<file path="src/sv/uvpl_pkg.sv">
// ----------------------------------------------------------------------------
// uvpl_pkg
// shared types and codes for the unique value positional list core
// ----------------------------------------------------------------------------
package uvpl_pkg;

    // fixed field widths
    localparam int VALUE_W  = 32;
    localparam int POS_W    = 7;
    localparam int STATUS_W = 3;
    localparam int OP_W     = 2;

    // packed word widths on the stream ports
    localparam int S_DATA_W = 40;   // value, position, zero fill
    localparam int M_DATA_W = 40;   // status, found, read_value, zero fill

    // operation codes carried on s_tuser
    typedef enum logic [OP_W-1:0] {
        OP_CONTAINS = 2'd0,
        OP_INSERT   = 2'd1,
        OP_GET      = 2'd2,
        OP_DELETE   = 2'd3
    } op_t;

    // result status codes
    typedef enum logic [STATUS_W-1:0] {
        STS_OK    = 3'd0,
        STS_DUP   = 3'd1,
        STS_RANGE = 3'd2,
        STS_EMPTY = 3'd3,
        STS_FULL  = 3'd4
    } status_t;

    // per-cycle command broadcast to every cell
    typedef enum logic [1:0] {
        CELL_HOLD,
        CELL_INSERT,
        CELL_DELETE
    } cell_cmd_t;

    // control group from the sequencer to the cell row
    typedef struct packed {
        logic                capture;   // latch compare result against probe
        logic [VALUE_W-1:0]  probe;     // value of the incoming word
        cell_cmd_t           cmd;       // shift or hold
        logic [VALUE_W-1:0]  key;       // value written at the insert position
        logic [POS_W-1:0]    pos;       // list position of the current word
    } cell_ctl_t;

endpackage

</file>
<file path="src/sv/uvpl_cell.sv">
// ----------------------------------------------------------------------------
// uvpl_cell
// one list slot: holds an entry, compares it, shifts with its neighbors
// ----------------------------------------------------------------------------
module uvpl_cell #(
    parameter int INDEX = 0,
    parameter int CMP_W = 7
) (
    input  logic                          aclk,
    input  uvpl_pkg::cell_ctl_t           ctl,
    input  logic [CMP_W-1:0]              length,
    input  logic [uvpl_pkg::VALUE_W-1:0]  left_value,
    input  logic [uvpl_pkg::VALUE_W-1:0]  right_value,
    output logic [uvpl_pkg::VALUE_W-1:0]  entry,
    output logic                          hit,
    output logic [uvpl_pkg::VALUE_W-1:0]  sel_value
);

    localparam logic [CMP_W-1:0] MY_IDX = CMP_W'(INDEX);

    logic [uvpl_pkg::VALUE_W-1:0] entry_reg;
    logic [uvpl_pkg::VALUE_W-1:0] entry_next;
    logic                         hit_reg;
    logic [CMP_W-1:0]             pos_ext;
    logic                         in_use;

    assign pos_ext = CMP_W'(ctl.pos);
    assign in_use  = (MY_IDX < length);

    // next entry from the shift command
    always_comb begin
        entry_next = entry_reg;
        unique case (ctl.cmd)
            uvpl_pkg::CELL_HOLD: begin
                entry_next = entry_reg;
            end
            uvpl_pkg::CELL_INSERT: begin
                if (MY_IDX == pos_ext) begin
                    entry_next = ctl.key;
                end else if (MY_IDX > pos_ext) begin
                    entry_next = left_value;
                end
            end
            uvpl_pkg::CELL_DELETE: begin
                if (MY_IDX >= pos_ext) begin
                    entry_next = right_value;
                end
            end
            default: begin
                entry_next = entry_reg;
            end
        endcase
    end

    // entry storage and registered match
    always_ff @(posedge aclk) begin
        entry_reg <= entry_next;
        if (ctl.capture) begin
            hit_reg <= in_use && (entry_reg == ctl.probe);
        end
    end

    assign entry     = entry_reg;
    assign hit       = hit_reg;
    assign sel_value = (MY_IDX == pos_ext) ? entry_reg : '0;

endmodule

</file>
<file path="config.mk">
export PLATFORM = sky130hd
export DESIGN_NAME = uvpl_cell
export DESIGN_NICKNAME = d
export VERILOG_FILES = /design/src/sv/uvpl_pkg.sv /design/src/sv/uvpl_cell.sv
export SDC_FILE = /design/constraint.sdc
export NUM_CORES = 1
export LEC_CHECK = 0
export CORE_ASPECT_RATIO = 0.8
export CORE_MARGIN = 5
export CORE_UTILIZATION = 30
export DETAILED_ROUTE_END_ITERATION = 8
export DONT_BUFFER_PORTS = 1
export PLACE_DENSITY_LB_ADDON = 0.25
export SYNTH_ARGS = -nofsm -noshare
export SYNTH_HDL_FRONTEND = slang
export SYNTH_SLANG_ARGS = --single-unit
</file>
<file path="constraint.sdc">
create_clock -name aclk -period 4.4 [get_ports aclk]
set_clock_uncertainty 0.05 [all_clocks]
set_input_delay 0.22 -clock aclk [delete_from_list [all_inputs] [get_ports aclk]]
set_output_delay 0.22 -clock aclk [all_outputs]
set_load 0.05 [all_outputs]
</file>
### After elaboration in Yosys (flattened, before gate mapping)

Cells that the tools add are included.

* output and inout port bits: 65
* register bits: 33

* multiplexer cells: 5
* magnitude comparators: 3
* eq/ne operators: 5
* reductions and logical operators: 4

Operators by type and width (count)
* 32-bit 2-to-1 mux: 4
* 32-bit one-hot mux with 2 select lines: 1
* 32-bit == test: 1
* 1-bit by 7-bit >= comparator with 1-bit output (first input constant): 1
* 1-bit by 7-bit greater-than comparator with 1-bit output (first input constant): 1
* 7-bit zero test: 1
* 1-bit by 7-bit less-than comparator with 1-bit output (first input constant): 1
* 3-bit inequality test (second input constant): 1
* 3-bit AND reduction: 1
* 2-bit by 1-bit == test with 1-bit output (second input constant): 1
* 2-bit == test (second input constant): 1
* 2-bit inequality test (second input constant): 1
* 2-bit nonzero test: 1
* 1-bit logical AND: 1

### Longest topological paths before layout

* depth after elaboration: 4
* gate-level depth with buffers: 6

### Least setup slack after synthesis

Ideal clock, no wire load.

* kind: in2reg
* start point: in ctl[4] (netlist name)
* end point: reg entry_reg, in the netlist entry[0] (enable)
* stages: 6
* slack: 1249 ps
* arrival time: 2679 ps
* library setup time: 422 ps
* buffers on the path: 2
* required time: 3928 ps
* cells stage by stage: or4_4 -> nor4_4 -> buf_6 -> buf_2 -> nor2_1 -> nor2_1

* word-level cells in the longest chain between the ends: 3
* elaborated cells between the ends (all ways): 6

RTL lines
* start, declared: line uvpl_cell.sv:10 `input uvpl_pkg::cell_ctl_t ctl,`
* 1-bit by 7-bit greater-than comparator with 1-bit output (tied with other cells): line uvpl_cell.sv:40 `end else if (MY_IDX > pos_ext) begin`
* 3-bit inequality test (no line) / 2-bit inequality test (equally long branches)
* 3-bit AND reduction (no line) *
* end signal, assigned: line uvpl_cell.sv:57 `entry_reg <= entry_next;`
* end, declared: line uvpl_cell.sv:21 `logic [uvpl_pkg::VALUE_W-1:0] entry_reg;`

Mark *: on every way between the ends. The rest lies on a longest branch, timed or not.
A chain may end at the register's enable or synchronous reset.

### Worst setup path after layout

* start point: in ctl[4] (netlist name)
* end point: reg entry_reg, in the netlist entry[30] (enable)

The elaborated chain is that of the path after synthesis.

==> impl_metrics.csv <==
group,metric,value,unit
synth,ys_seq_elements,33,
global_routing,grt_max_degree,66,
flow_run,maxCapViolations,0,
global_routing,grt_pass1_vias,1716,
timing,whs,0.09115,ns
setup_path,arrival,2.22,ns
setup_path,crit_chain,"or4_4 > nor4_4 > buf_4 > nor2_1 > nor2_4",
synth,syn-num-nets,377,
route,ant_nets,0,
route,wl_met2,3.118,mm
timing,fmax,0.4205,GHz
clock_network,numCtsBuffers,5,
outcome,run_status,"finished, final reports clean",
floorplanning,die_x,108.1,um
setup_path,reg2reg_to,"hit$_DFFE_PP_",
layout,fin_nets,373,
timing,min_period,2.378,ns
layout,syn_to_final_growth,7.313,%
pwr,leakage,0.7740,nW
floorplanning,coreArea,7462,um2
route,highest_layer,"met4",
min_path,hp-class,"primary input to flip-flop",
route,routed_wl,6.482,mm
clock_network,ctsLongestPathBuffers,2,
setup_path,r2r_setup_slack,2.33,ns
setup_path,slowest_delay,0.70,ns
setup_path,slowest_stage,"nor2_4",
clock_network,cts_setup_buffers,0,
route,drt_iter0_drc,66,
timing,rsz0062_at_grt,"false",
setup_path,path_max_fanout,35,
clock_network,cts-root-buf,"clkbuf_8",
timing,setup-tns-final,0,ns
floorplanning,ios,211,
setup_path,end_kind,"flip-flop",
setup_path,path_class,"primary input to flip-flop",
synth,yosys_most_used_dff,"edfxtp_1",
synth,yosys_warnings,0,
setup_path,start_kind,"primary input",
synth,yosysMostFrequentCell,"edfxtp_1",
synth,synth_edf_count,33,
timing,slew_violations,0,
synth,yosysTopAreaCellShare,42.90,%
route,viasPerCell,4.906,
timing,slew-limit-headroom,25.49,%
global_routing,overflow,0,
setup_path,cp.required,4.25,ns
clock_network,path_clk_slew,0.07,ns
synth,yosys-top-cells-count,"edfxtp_1, and2_1, mux2i_1, nand2_1, o21ai_1",
setup_path,timing.rr.start,"entry[31]$_DFFE_PP_",
floorplanning,fp.dieH,88.48,um
route,drc,0,
setup_path,crit_path_end,"entry[30]$_DFFE_PP_",
pwr,power_density,358.8,nW/um2
layout,largest_reg_flops,32,
timing,worst_pin_slew,1.118,ns
timing,hold_viol_final,0,
route,vias,1624,
synth,yosys.area.top_type,"edfxtp_1",
global_routing,antenna_found_initial,0,
synth,synth_seq_area_share,42.90,%
setup_path,r2r_cells,4,
floorplanning,start_util,30.95,%
timing,fin_crit_sh,54.05,%
synth,syn_area,2310,um2
floorplanning,row_count,28,
route,routedWlPerCell,19.58,um
floorplanning,die_area,9565,um2
layout,post-route-util,33.22,%
timing,setup_violations,0,
synth,yosys.cell_types.count,21,
layout,drive_gt1_share,5.752,%
pwr,irDropWorstVdd,0.0001081,V
place,place_congestion,0.7395,
synth,syn_area_per_cell,10.09,um2
synth,async_reset_ff_share,0,%
place,numPortBuffers,0,
clock_network,cts.sinks,33,
route,met3_wirelength,689,um
clock_network,htree_num_levels,2,
clock_network,cts_tree,"yes",
clock_network,clk_latency,0.28,ns
route,firstDrtPassIters,4,
global_routing,grt.total_usage,12.63,%
global_routing,grt_pass1_wl,9.066,mm
setup_path,startpoint,"ctl[4]",
synth,yosys-top-cells-area,"edfxtp_1, mux2i_1, xor2_1",
route,m1WireLength,2.645,mm
place,place_hpwl,5.425,mm
pwr,finalPower,889.2,uW
layout,antennaDiodeCount,0,
synth,synth_cells,229,
[worst min-delay path by stage]
| stage | start | to | depth (start not counted) |
|---|---|---|---|
| 2_1_floorplan | ctl[73] | hit$_DFFE_PP_ | 0 |
| 3_3_place_gp | ctl[73] | hit$_DFFE_PP_ | 0 |
| 3_5_place_dp | ctl[73] | hit$_DFFE_PP_ | 0 |
| 4_1_cts | right_value[24] | entry[24]$_DFFE_PP_ | 2 |
| 5_1_grt | right_value[13] | entry[13]$_DFFE_PP_ | 2 |
| 6_report | right_value[13] | entry[13]$_DFFE_PP_ | 2 |
[critical path: cells and delay by family]
| kind | cells | cell delay [ns] |
|---|---|---|
| buffers and inverters | 1 | 0.43 |
| AND/OR/NAND/NOR | 4 | 1.54 |
[stage by stage]
stage / cell area, um2 / std cells / worst slack, ns
2_1_floorplan: 2310 / 229 / 1.249
3_3_place_gp: 2386 / 322 / 1.713
3_5_place_dp: 2386 / 322 / 1.663
4_1_cts: 2479 / 331 / 1.975
5_1_grt: 2479 / 331 / 1.859
6_report: 2479 / 331 / 2.022
[power by group]
part           switching [mW]  leakage, nW  internal, mW
Clock                   0.106       0.0450         0.110
Combinational          0.0589        0.420        0.0452
Sequential              0.173        0.309         0.397
[cell families after synthesis]
kind of cell             count (synthesis)  share of synthesized area (%)
AND/OR/NAND/NOR                         81                          18.91
AO/OA/AOI/OAI                           33                          7.313
flip-flops                              33                          42.90
XOR/XNOR                                32                          12.13
multiplexers                            32                          13.87
buffers and inverters                   16                          3.792
adder cells (fa/ha/maj)                  2                          1.083
[cell usage in the layout (no fill, tap or decap)]
cell,netlist,layout
nor2_1,3,2
nor4_4,1,1
nand3_1,1,1
clkbuf_1,9,1
and2_1,32,32
ha_1,2,1
ha_2,0,1
nor2_4,0,1
or4_4,1,1
xor2_1,28,28
mux2i_1,32,32
clkinv_2,0,2
a2111oi_0,1,1
o21ai_1,32,32
dlygate4sd3_1,0,1
edfxtp_1,33,33
nand2_1,32,32
nor3_1,1,1
inv_1,2,2
nor4_1,8,8
nand4_1,2,2
buf_4,1,2
xnor2_1,4,4
clkbuf_8,0,5
[repair_timing]
| item | 4_1_cts | 5_1_grt |
|---|---|---|
| hold buffers | 1 | 0 |
| hold endpoints to repair | 1 | 0 |
| resized for setup | 0 | 0 |
[per-layer routing]
| metal | vias up | global-route usage, % |
|---|---|---|
| li1 | 789 | - |
| met1 | 719 | 16.23 |
| met2 | 114 | 20.77 |
| met3 | 2 | 4.158 |
| met4 | 0 | 3.096 |
| met5 | - | 0 |
[cell type report]
cell class,count,area [um2]
clock buffer,6,72.57
clock inverter,2,10.01
fill,775,4984
inverter,2,7.507
multi-input combinational,180,1241
sequential,33,991.0
tap,105,131.4
timing repair buffer,3,25.02
(Power assumes the default switching activity.)
